`src/fpam_pkg.sv`:
```
// Shared types and constants for the single-precision add/multiply pipeline.
// No dependencies.
package fpam_pkg;

	localparam logic [31:0] CANON_NAN    = 32'h7F80_0001;
	localparam logic [31:0] INF_BITS     = 32'h7F80_0000;
	localparam logic [31:0] SIGN_BIT     = 32'h8000_0000;
	localparam logic [22:0] FRAC_MASK    = 23'h7F_FFFF;
	localparam logic [7:0]  EXP_MAX      = 8'hFF;
	localparam logic [7:0]  EXP_TOP      = 8'hFE;
	localparam int          ADD_HEADROOM = 38;
	localparam int          MUL_BIAS     = 149;

	// Operation codes carried in tuser.
	localparam logic OP_ADD = 1'b0;
	localparam logic OP_MUL = 1'b1;

	// Decoded operands after stage 1.
	typedef struct packed {
		logic        op;
		logic        sa;
		logic        sb;
		logic [23:0] ma;
		logic [23:0] mb;
		logic [7:0]  qa;
		logic [7:0]  qb;
		logic [7:0]  d;
		logic        special;
		logic [31:0] spec_bits;
	} dec_t;

	// Exact sum or product after stage 2.
	typedef struct packed {
		logic               sign;
		logic [63:0]        m;
		logic signed [10:0] q;
		logic               zero;
		logic               special;
		logic [31:0]        spec_bits;
	} exact_t;

	// Normalization data after stage 3.
	typedef struct packed {
		logic               sign;
		logic [63:0]        m;
		logic signed [11:0] s;
		logic [7:0]         base;
		logic               ovf;
		logic               zero;
		logic               special;
		logic [31:0]        spec_bits;
	} norm_t;

endpackage

```
`src/fpam_unpack.sv`:
```
// Stage 1: operand unpacking, special-value decisions and exponent ordering.
// Depends on fpam_pkg.
module fpam_unpack import fpam_pkg::*; (
	input  logic        clk,
	input  logic        arst_n,
	input  logic        en,
	input  logic        valid_in,
	input  logic        op,
	input  logic [31:0] a_bits,
	input  logic [31:0] b_bits,
	output logic        valid_s1,
	output dec_t        dec_s1
);

	logic [7:0]  ea, eb;
	logic [22:0] fa, fb;
	logic        nan_a, nan_b, inf_a, inf_b, zero_a, zero_b, sa, sb;
	logic [23:0] ma, mb;
	logic [7:0]  qa, qb;
	logic        swap;
	dec_t        dec;

	// Field split and classification.
	always_comb begin
		ea = a_bits[30:23];
		eb = b_bits[30:23];
		fa = a_bits[22:0] & FRAC_MASK;
		fb = b_bits[22:0] & FRAC_MASK;
		sa = a_bits[31];
		sb = b_bits[31];
		nan_a = (ea == EXP_MAX) && (fa != '0);
		nan_b = (eb == EXP_MAX) && (fb != '0);
		inf_a = (ea == EXP_MAX) && (fa == '0);
		inf_b = (eb == EXP_MAX) && (fb == '0);
		zero_a = (a_bits[30:0] == '0);
		zero_b = (b_bits[30:0] == '0);
		ma = (ea == '0) ? {1'b0, fa} : {1'b1, fa};
		mb = (eb == '0) ? {1'b0, fb} : {1'b1, fb};
		qa = (ea == '0) ? 8'd0 : ea - 8'd1;
		qb = (eb == '0) ? 8'd0 : eb - 8'd1;
		swap = (qb > qa);
	end

	// Special results and ordering of operands by exponent.
	always_comb begin
		dec.op = op;
		dec.sa = swap ? sb : sa;
		dec.sb = swap ? sa : sb;
		dec.ma = swap ? mb : ma;
		dec.mb = swap ? ma : mb;
		dec.qa = swap ? qb : qa;
		dec.qb = swap ? qa : qb;
		dec.d = swap ? (qb - qa) : (qa - qb);
		dec.special = 1'b1;
		dec.spec_bits = '0;
		if (op == OP_MUL) begin
			if (nan_a || nan_b) begin
				dec.spec_bits = CANON_NAN;
			end else if ((inf_a && zero_b) || (inf_b && zero_a)) begin
				dec.spec_bits = CANON_NAN;
			end else if (inf_a || inf_b) begin
				dec.spec_bits = INF_BITS | ((sa ^ sb) ? SIGN_BIT : '0);
			end else if (zero_a || zero_b) begin
				dec.spec_bits = (sa ^ sb) ? SIGN_BIT : '0;
			end else begin
				dec.special = 1'b0;
			end
		end else begin
			if (nan_a || nan_b) begin
				dec.spec_bits = CANON_NAN;
			end else if (inf_a && inf_b && (sa != sb)) begin
				dec.spec_bits = CANON_NAN;
			end else if (inf_a) begin
				dec.spec_bits = a_bits;
			end else if (inf_b) begin
				dec.spec_bits = b_bits;
			end else if (zero_a && zero_b) begin
				dec.spec_bits = (sa & sb) ? SIGN_BIT : '0;
			end else if (zero_a) begin
				dec.spec_bits = b_bits;
			end else if (zero_b) begin
				dec.spec_bits = a_bits;
			end else begin
				dec.special = 1'b0;
			end
		end
	end

	// Stage register.
	always_ff @(posedge clk or negedge arst_n) begin
		if (!arst_n) begin
			valid_s1 <= 1'b0;
		end else if (en) begin
			valid_s1 <= valid_in;
		end
	end

	always_ff @(posedge clk) begin
		if (en) begin
			dec_s1 <= dec;
		end
	end

endmodule

```
`src/fpam_combine.sv`:
```
// Stage 2: mantissa alignment with add/subtract, or the significand product.
// Depends on fpam_pkg.
module fpam_combine import fpam_pkg::*; (
	input  logic   clk,
	input  logic   arst_n,
	input  logic   en,
	input  logic   valid_s1,
	input  dec_t   dec_s1,
	output logic   valid_s2,
	output exact_t exact_s2
);

	logic [63:0] big, little, diff_bs, diff_sb;
	logic [7:0]  k;
	logic [63:0] mb_wide, mb_mask;
	exact_t      ex;

	// Alignment: the larger-exponent operand moves up by at most the headroom,
	// the smaller one moves down with a sticky bit beyond that.
	always_comb begin
		mb_wide = 64'(dec_s1.mb);
		k = dec_s1.d - 8'(ADD_HEADROOM);
		mb_mask = (64'd1 << k[4:0]) - 64'd1;
		if (dec_s1.d <= 8'(ADD_HEADROOM)) begin
			big = 64'(dec_s1.ma) << dec_s1.d[5:0];
			little = mb_wide;
		end else begin
			big = 64'(dec_s1.ma) << ADD_HEADROOM;
			if (k >= 8'd24) begin
				little = 64'd1;
			end else begin
				little = (mb_wide >> k[4:0]) | 64'((mb_wide & mb_mask) != '0);
			end
		end
		diff_bs = big - little;
		diff_sb = little - big;
	end

	// Exact result and its scale.
	always_comb begin
		ex.special = dec_s1.special;
		ex.spec_bits = dec_s1.spec_bits;
		ex.zero = 1'b0;
		if (dec_s1.op == OP_MUL) begin
			ex.sign = dec_s1.sa ^ dec_s1.sb;
			ex.m = {16'd0, 48'(dec_s1.ma) * 48'(dec_s1.mb)};
			ex.q = $signed(11'(dec_s1.qa)) + $signed(11'(dec_s1.qb)) - 11'(MUL_BIAS);
		end else begin
			ex.q = (dec_s1.d <= 8'(ADD_HEADROOM)) ? $signed(11'(dec_s1.qb))
				: $signed(11'(dec_s1.qa)) - 11'(ADD_HEADROOM);
			if (dec_s1.sa == dec_s1.sb) begin
				ex.m = big + little;
				ex.sign = dec_s1.sa;
			end else if (big > little) begin
				ex.m = diff_bs;
				ex.sign = dec_s1.sa;
			end else if (little > big) begin
				ex.m = diff_sb;
				ex.sign = dec_s1.sb;
			end else begin
				// Exact cancellation gives +0.
				ex.m = '0;
				ex.sign = 1'b0;
				ex.zero = 1'b1;
			end
		end
	end

	// Stage register.
	always_ff @(posedge clk or negedge arst_n) begin
		if (!arst_n) begin
			valid_s2 <= 1'b0;
		end else if (en) begin
			valid_s2 <= valid_s1;
		end
	end

	always_ff @(posedge clk) begin
		if (en) begin
			exact_s2 <= ex;
		end
	end

endmodule

```
`src/fpam_norm.sv`:
```
// Stage 3: leading-one search, result exponent and rounding shift amount.
// Depends on fpam_pkg.
module fpam_norm import fpam_pkg::*; (
	input  logic   clk,
	input  logic   arst_n,
	input  logic   en,
	input  logic   valid_s2,
	input  exact_t exact_s2,
	output logic   valid_s3,
	output norm_t  norm_s3
);

	logic [5:0]         p;
	logic signed [11:0] e, qx;
	norm_t              nr;

	// Position of the leading one.
	always_comb begin
		p = '0;
		for (int i = 0; i < 64; i++) begin
			if (exact_s2.m[i]) begin
				p = 6'(i);
			end
		end
	end

	// Biased exponent, shift amount and exponent field base.
	always_comb begin
		qx = 12'(exact_s2.q);
		e = $signed(12'(p)) + qx - 12'sd22;
		nr.sign = exact_s2.sign;
		nr.m = exact_s2.m;
		nr.zero = exact_s2.zero;
		nr.special = exact_s2.special;
		nr.spec_bits = exact_s2.spec_bits;
		nr.ovf = (e >= $signed(12'(EXP_MAX)));
		if (e >= 12'sd1) begin
			nr.s = $signed(12'(p)) - 12'sd23;
			nr.base = (e > $signed(12'(EXP_TOP))) ? EXP_TOP : 8'(e - 12'sd1);
		end else begin
			nr.s = -qx;
			nr.base = '0;
		end
	end

	// Stage register.
	always_ff @(posedge clk or negedge arst_n) begin
		if (!arst_n) begin
			valid_s3 <= 1'b0;
		end else if (en) begin
			valid_s3 <= valid_s2;
		end
	end

	always_ff @(posedge clk) begin
		if (en) begin
			norm_s3 <= nr;
		end
	end

endmodule

```
`src/fpam_round.sv`:
```
// Stage 4: round to nearest even, pack, and hold the result for the output.
// Depends on fpam_pkg.
module fpam_round import fpam_pkg::*; (
	input  logic        clk,
	input  logic        arst_n,
	input  logic        en,
	input  logic        valid_s3,
	input  norm_t       norm_s3,
	output logic        valid_s4,
	output logic [31:0] result_s4
);

	logic [5:0]  s6, s6m1, lsh;
	logic [63:0] shifted, low_mask;
	logic        guard, sticky;
	logic [24:0] r;
	logic [31:0] bits, res;

	// Shift the significand to the result grid and round.
	always_comb begin
		s6 = norm_s3.s[5:0];
		s6m1 = s6 - 6'd1;
		lsh = 6'(-norm_s3.s);
		shifted = norm_s3.m >> s6;
		low_mask = (64'd1 << s6m1) - 64'd1;
		guard = norm_s3.m[s6m1];
		sticky = (norm_s3.m & low_mask) != '0;
		if (norm_s3.s <= 12'sd0) begin
			r = 25'(norm_s3.m << lsh[4:0]);
		end else if (norm_s3.s >= 12'sd64) begin
			r = '0;
		end else begin
			r = 25'(shifted) + 25'(guard && (sticky || shifted[0]));
		end
		bits = {1'b0, norm_s3.base, 23'd0} + 32'(r);
	end

	// Final selection among special, zero, overflow and the rounded value.
	always_comb begin
		if (norm_s3.special) begin
			res = norm_s3.spec_bits;
		end else if (norm_s3.zero) begin
			res = '0;
		end else if (norm_s3.ovf || (bits >= INF_BITS)) begin
			res = (norm_s3.sign ? SIGN_BIT : '0) | INF_BITS;
		end else begin
			res = (norm_s3.sign ? SIGN_BIT : '0) | bits;
		end
	end

	// Output register.
	always_ff @(posedge clk or negedge arst_n) begin
		if (!arst_n) begin
			valid_s4 <= 1'b0;
		end else if (en) begin
			valid_s4 <= valid_s3;
		end
	end

	always_ff @(posedge clk) begin
		if (en) begin
			result_s4 <= res;
		end
	end

endmodule

```
`src/fp32_add_multiply.sv`:
```
// IEEE-754 single-precision add/multiply unit, four register stages deep. One item
// can enter every cycle while the output is not stalled; each item passes through
// the stages unpack, align/add or multiply, leading-one search, and round, and its
// result is held in the output register until it is taken.
// The whole pipeline advances when the output register is empty or being taken,
// so s_tready follows m_tready combinationally. Rounding is to nearest, ties to even.
module fp32_add_multiply import fpam_pkg::*; (
	input  logic        clk,
	input  logic        arst_n,
	input  logic        s_tvalid,
	output logic        s_tready,
	input  logic [63:0] s_tdata,  // [31:0] a_bits, [63:32] b_bits
	input  logic        s_tuser,  // [0] action: 0 add, 1 multiply
	output logic        m_tvalid,
	input  logic        m_tready,
	output logic [31:0] m_tdata   // [31:0] result_bits
);

	logic   en;
	logic   valid_s1, valid_s2, valid_s3;
	dec_t   dec_s1;
	exact_t exact_s2;
	norm_t  norm_s3;

	// Pipeline advance.
	assign en = !m_tvalid || m_tready;
	assign s_tready = en;

	fpam_unpack u_unpack (
		.clk      (clk),
		.arst_n   (arst_n),
		.en       (en),
		.valid_in (s_tvalid),
		.op       (s_tuser),
		.a_bits   (s_tdata[31:0]),
		.b_bits   (s_tdata[63:32]),
		.valid_s1 (valid_s1),
		.dec_s1   (dec_s1)
	);

	fpam_combine u_combine (
		.clk      (clk),
		.arst_n   (arst_n),
		.en       (en),
		.valid_s1 (valid_s1),
		.dec_s1   (dec_s1),
		.valid_s2 (valid_s2),
		.exact_s2 (exact_s2)
	);

	fpam_norm u_norm (
		.clk      (clk),
		.arst_n   (arst_n),
		.en       (en),
		.valid_s2 (valid_s2),
		.exact_s2 (exact_s2),
		.valid_s3 (valid_s3),
		.norm_s3  (norm_s3)
	);

	fpam_round u_round (
		.clk       (clk),
		.arst_n    (arst_n),
		.en        (en),
		.valid_s3  (valid_s3),
		.norm_s3   (norm_s3),
		.valid_s4  (m_tvalid),
		.result_s4 (m_tdata)
	);

endmodule

```
`config.mk`:
```
export PLATFORM = sky130hd
export DESIGN_NAME = fp32_add_multiply
export DESIGN_NICKNAME = d
export VERILOG_FILES = /design/src/fpam_pkg.sv /design/src/fpam_unpack.sv /design/src/fpam_combine.sv /design/src/fpam_norm.sv /design/src/fpam_round.sv /design/src/fp32_add_multiply.sv
export SDC_FILE = /design/constraint.sdc
export NUM_CORES = 2
export LEC_CHECK = 0
export CAP_MARGIN = 20
export CORE_MARGIN = 4
export CORE_UTILIZATION = 61
export DETAILED_ROUTE_END_ITERATION = 16
export DONT_BUFFER_PORTS = 1
export GPL_TIMING_DRIVEN = 1
export PLACE_DENSITY_LB_ADDON = 0.05
export SKIP_LAST_GASP = 1
export SLEW_MARGIN = 30
export SYNTH_ARGS = -nofsm -noshare
export SYNTH_HDL_FRONTEND = slang
export SYNTH_SLANG_ARGS = --single-unit
```
`constraint.sdc`:
```
create_clock -name clk -period 11.6 [get_ports clk]
set_clock_uncertainty 0.05 [all_clocks]
set_input_delay 1.16 -clock clk [delete_from_list [all_inputs] [get_ports clk]]
set_output_delay 1.16 -clock clk [all_outputs]
set_load 0.01 [all_outputs]
```
======== Word-level counts from Yosys, hierarchy flattened ========
Cells that the tools add are included.
word-level totals
  word-level logic and storage cells ...... 232
  flip-flop bits (word level) ............. 374
  input bits .............................. 69
cells by class
  eq/ne operators ......................... 4
  $mul .................................... 1
  shift-type cells ........................ 6
  muxes and demuxes ....................... 118
  reduce and logical (&&, ||, !) cells .... 30
  $add $sub $neg .......................... 22
  bitwise gates (word level) .............. 8
  magnitude comparators ................... 12
operators with widths
  kind                                                                  count
  32-bit two-way mux                                                    17
  6-bit two-way mux                                                     62
  65-bit two-way mux                                                    3
  64-bit two-way mux                                                    3
  64-bit > comparator                                                   2
  64-bit nonzero test                                                   2
  64-bit by 1-bit subtractor with 64-bit output, second input constant  2
  64-bit subtractor                                                     2
  24-bit two-way mux                                                    4
  76-bit two-way mux                                                    1
  64-bit adder                                                          1
  24-bit by 64-bit AND with 64-bit output                               1
  64-bit AND                                                            1
  64-bit by 1-bit OR with 64-bit output                                 1
  1-bit by 5-bit << shifter with 64-bit output, first input constant    1
  1-bit by 6-bit << shifter with 64-bit output, first input constant    1
  24-bit by 6-bit << shifter with 64-bit output                         1
  64-bit by 5-bit << shifter with 25-bit output                         1
  24-bit by 5-bit right shift with 64-bit output                        1
  64-bit by 6-bit right shift with 25-bit output                        1
  31-bit zero test                                                      2
  25-bit two-way mux                                                    2
  24-bit by 24-bit multiplier with 48-bit output                        1
  8-bit two-way mux                                                     6
  other kinds (45)                                                      82

======== Logic depth before layout (Yosys ltp) ========
  depth after elaboration ................. 68
  depth in mapped cells ................... 37
  mapped depth without buffers ............ 29

======== Cells and area by module ========
A second synthesis with hierarchy kept.
second synthesis, totals
  cells, all modules ...................... 6274
  area total of the unflattened synthesis .. 56898.3 um^2
by module, submodules not included
  module             cells an instance  sequential area each (um^2)  area an instance (um^2)  times used
  fpam_combine       4174               3298.2                       34863.4                  1
  fpam_round         1202               985.9                        10428.8                  1
  fpam_unpack        467                3268.1                       5851.9                   1
  fpam_norm          430                3628.5                       5748.0                   1
  fp32_add_multiply  1                  0.0                          6.3                      1

======== Least setup slack after synthesis ========
OpenSTA, ideal clock, no wires.
  path type ............................... input-to-reg
  from .................................... input port m_tready
  to ...................................... register u_combine.valid_s2
  data arrival time ....................... 11.425 ns
  slack ................................... 0.012 ns
  library setup time ...................... 0.114 ns
  stages on the path ...................... 2
  path buffers ............................ 0
  data required time ...................... 11.436 ns
  cell sequence ........................... nand2b_1 mux2_2
between the ends
  longest elaborated chain between the ends .. 1
ends and longest elaborated chain
  item                  RTL line                 RTL
  start, declared       fp32_add_multiply.sv:15  input logic m_tready,
  1-bit logical OR      fp32_add_multiply.sv:26  assign en = !m_tvalid || m_tready;
  end signal, assigned  fpam_combine.sv:74       valid_s2 <= valid_s1;
  end, declared         fpam_combine.sv:9        output logic valid_s2,
No other way between the ends.
A chain may end at the register's enable or synchronous reset.

======== Worst setup path in the final report ========
  from .................................... register, netlist name u_norm.norm_s3[43]
  to ...................................... register u_round.result_s4[0] (data pin)
between the ends
  longest elaborated chain between the ends .. 16
ends and longest elaborated chain
  item                                              RTL line          RTL
  6-bit by 1-bit subtractor with 6-bit output       fpam_round.sv:22  s6m1 = s6 - 6'd1;
  1-bit by 6-bit << shifter with 64-bit output      fpam_round.sv:25  low_mask = (64'd1 << s6m1) - 64'd1;
  64-bit by 1-bit subtractor with 64-bit output     fpam_round.sv:25
  64-bit AND                                        fpam_round.sv:27  sticky = (norm_s3.m & low_mask) != '0;
  64-bit nonzero test                               fpam_round.sv:27
  1-bit logical OR                                  fpam_round.sv:33  r = 25'(shifted) + 25'(guard && (sticky || shifted[0]));
  1-bit logical AND                                 fpam_round.sv:33
  25-bit by 1-bit adder with 25-bit output          fpam_round.sv:33
  25-bit two-way mux                                fpam_round.sv:30  end else if (norm_s3.s >= 12'sd64) begin
  25-bit two-way mux (*)                            fpam_round.sv:28  if (norm_s3.s <= 12'sd0) begin
  31-bit by 25-bit adder with 32-bit output (*)     fpam_round.sv:35  bits = {1'b0, norm_s3.base, 23'd0} + 32'(r);
  32-bit by 31-bit >= comparator with 1-bit output  fpam_round.sv:44  end else if (norm_s3.ovf || (bits >= INF_BITS)) begin
  1-bit logical OR                                  fpam_round.sv:44
  32-bit two-way mux (*)                            fpam_round.sv:44
  32-bit two-way mux (*)                            fpam_round.sv:42  end else if (norm_s3.zero) begin
  32-bit two-way mux (*)                            fpam_round.sv:40  if (norm_s3.special) begin
  via u_round.res[0]                                fpam_round.sv:17  logic [31:0] bits, res;
  end signal, assigned                              fpam_round.sv:62  result_s4 <= res;
  end, declared                                     fpam_round.sv:10  output logic [31:0] result_s4
Mark *: on every way through the listed nets, which the timed path passes. The rest lies on a longest branch. The select of a mux whose other input is x is not followed.

==> impl_results.md <==
- CP peak stage delay: 870 ps
- Die H: around 300 um
- Setup Buffers After CTS: 0
- Drt pass-1 iters: 9
- Critical path data arrival time: ~9600 ps
- Seq/Total Area, Yosys: approximately a fifth
- Initial core utilization: about three fifths
- WL final: 198 mm
- Setup tns final: 0 ps
- CTS Root Cell: clkbuf_16
- Placed cell area: approximately 56000 um2
- # clock sinks: between 300 and 400
- Commonest non-fill, non-tap cell in the layout: nand2_1
- Endpoints failing hold: 0
- Die W: slightly above 300 um
- EDFF count, synth: between 300 and 400
- Port buffer count: 0
- Htree depth: 2
- Total CTS buffers: 40
- IO Pins: 103
- Most frequent cells in the layout: nand2_1, inv_1, fa_1
- CTS max path bufs: 3
- Synthesized area: around 55000 um2
- Yosys cell types: between 100 and 150
- Utilization after layout: around 64%
- Fin crit share: just over 80%
- Synth top area cells: edfxtp_1, fa_1, ha_1
- Clk_lat worst skew: between 500 and 600 ps
- FMAX: between 100 and 150 MHz
- CTS Hold Bufs: 0
- Antenna violations before repair: 10
- Met2 GRT Util: between 60% and 70%
- Area growth, synth to finish: 3.91%
- Ys async rst share: under 10%
- FP Rows: 109
- First-pass GRT wire length: ~300 mm
- Final GP Congestion: 1.04
- Req. time, crit path: about 12000 ps
- Synthesized flop and latch total: between 300 and 400
- Crit-path max FO: 126
- Most used flip-flop cell after synthesis: edfxtp_1
- Slew headroom: ~26%
- Max-slew violations: 0
- Nets: 6759
- Remaining Overflow, GRT: 0
- Vias in the first global route: roughly 49000
- Final Cell Area: roughly 57000 um2
- Fin crit period: between 9000 and 10000 ps
- DRC: 0
- Fillers: ~7300
- Hpwl dp: roughly 150 mm
- Cts repair resizes: 0
- Fin Hold WS: roughly 220 ps
- Slowest stage cell, crit path: ha_1
- Top cell type by total area after synthesis: edfxtp_1
- Per-cell routed wire length: approximately 28 um
- CP Launch Type: flop
- Met3 GRT Util: under 10%
- RSZ-0062 raised after global routing: no
- Total core area: approximately 89000 um2
- Largest net degree at the start of global routing: about 130
- Worst-Margin Slew: around 1100 ps
- Vias: roughly 49000
- Delay-heaviest family, CP: simple AND/OR/NAND/NOR gates
- DR vias/cell: between 6 and 7
- Max-Cap Viols: 0
- GRT met1 Usage: 52.6%
- Final setup violation count: 0
- Crit end category: flop
- Status: finished clean
- Syn Nets: ~7000
- Hold WC Path Type: input pin to async pin
- Mapped Cells: 6122
- Crit Path Class: flop to flop
- GRT Total Usage: ~41%
- Post-synth top area share: between 20% and 30%
- Post-Syn Area per Cell: between 8 and 9 um2
- Synth warn: 0
- Full die area: 94700 um2
- CTS tree: yes
- WP buf/inv: 5
- Initial DRC Count: 6923
- Post-route ant nets: 0
- Global route hottest layer: met2
- Proportion of layout cells with a drive suffix above 1: approximately 8.7%
- Worst path most repeated cell: mux2i_1
- Clk slew on worst S/H paths: approximately 60 ps
## worst paths after layout
path	slack [ps]	to	cells after the start	startpoint
setup / recovery	2260	u_round.result_s4[0]	30	u_norm.norm_s3[43]
hold / removal	220	u_round.valid_s4	0	arst_n
setup reg to reg	2260	u_round.result_s4[0]	30	u_norm.norm_s3[43]
hold reg to reg	360	u_norm.norm_s3[19]	0	u_combine.exact_s2[19]
max in group asynchronous	11210	u_unpack.valid_s1	0	arst_n
min in group clk	360	u_norm.norm_s3[19]	0	u_combine.exact_s2[19]
## synth_stat cells, drive strengths merged (31+ instances only)
cell    count
a211oi     63
a21o       67
a21oi     300
a221oi     33
a22oi      72
a31oi      32
and2      220
buf        85
clkbuf    326
edfxtp    370
fa        490
ha        313
inv       678
mux2       89
mux2i     142
mux4      146
nand2     803
nand2b     47
nand3      85
nand4      44
nor2      384
nor2b      36
nor3      115
nor4       62
o21a       33
o21ai     267
o21bai     32
o22ai      60
o31ai      48
or2        31
or3        36
xnor2     128
xor2       81
## metrics by stage
stage          std cells  worst slack (ps)
2_1_floorplan       6122              11.6
3_3_place_gp        7008              2580
3_5_place_dp        7010              2350
4_1_cts             7082              2360
5_1_grt             7082              1720
6_report            7088              2260
## final cells by class
class                      count  area (um2)  share of cell area, %
inverter                     682        2560                   4.49
timing repair buffer         134        1030                   1.81
multi-input combinational   4655       39400                   69.2
tap                         1165        1460                   2.56
clock buffer                  52        1070                   1.87
sequential                   374       11200                   19.7
clock inverter                20         200                  0.351
antenna                        6        15.0                 0.0264
## worst reg2reg max path, delay by kind of cell (launching register included)
family	cells	cell delay [ps]
flip-flops	1	370
XOR/XNOR	2	310
adder cells (fa/ha/maj)	3	1510
AND/OR/NAND/NOR	9	2700
buffers and inverters	5	1750
AO/OA/AOI/OAI	6	1370
multiplexers	5	980
## state kept, by name (all words and copies together) (netlist names)
name,cells
u_combine.exact_s2,110
u_combine.valid_s2,1
u_norm.norm_s3,120
u_norm.valid_s3,1
u_round.result_s4,32
u_round.valid_s4,1
u_unpack.dec_s1,108
u_unpack.valid_s1,1
## cell families (layout without fill, tap and decap cells)
| kind of cell | count (synthesis) | count (layout) | synth area share [%] |
|---|---|---|---|
| AND/OR/NAND/NOR | 1964 | 1964 | 17.0 |
| AO/OA/AOI/OAI | 1301 | 1301 | 15.9 |
| buffers and inverters | 1093 | 888 | 7.80 |
| adder cells (fa/ha/maj) | 803 | 803 | 25.0 |
| multiplexers | 377 | 377 | 10.4 |
| flip-flops | 374 | 374 | 20.4 |
| XOR/XNOR | 209 | 209 | 3.35 |
| other | 1 | 7 | 0.00684 |
## per-layer routing
layer | vias up | wire length, um
met5 | - | 44
met4 | 8 | 14100
met3 | 907 | 22800
met2 | 3409 | 90100
met1 | 23900 | 71100
li1 | 21000 | -
Power is left out: the tool's default activity adds up to more than one toggle a clock period on the data nets, which glitch-free logic cannot reach.
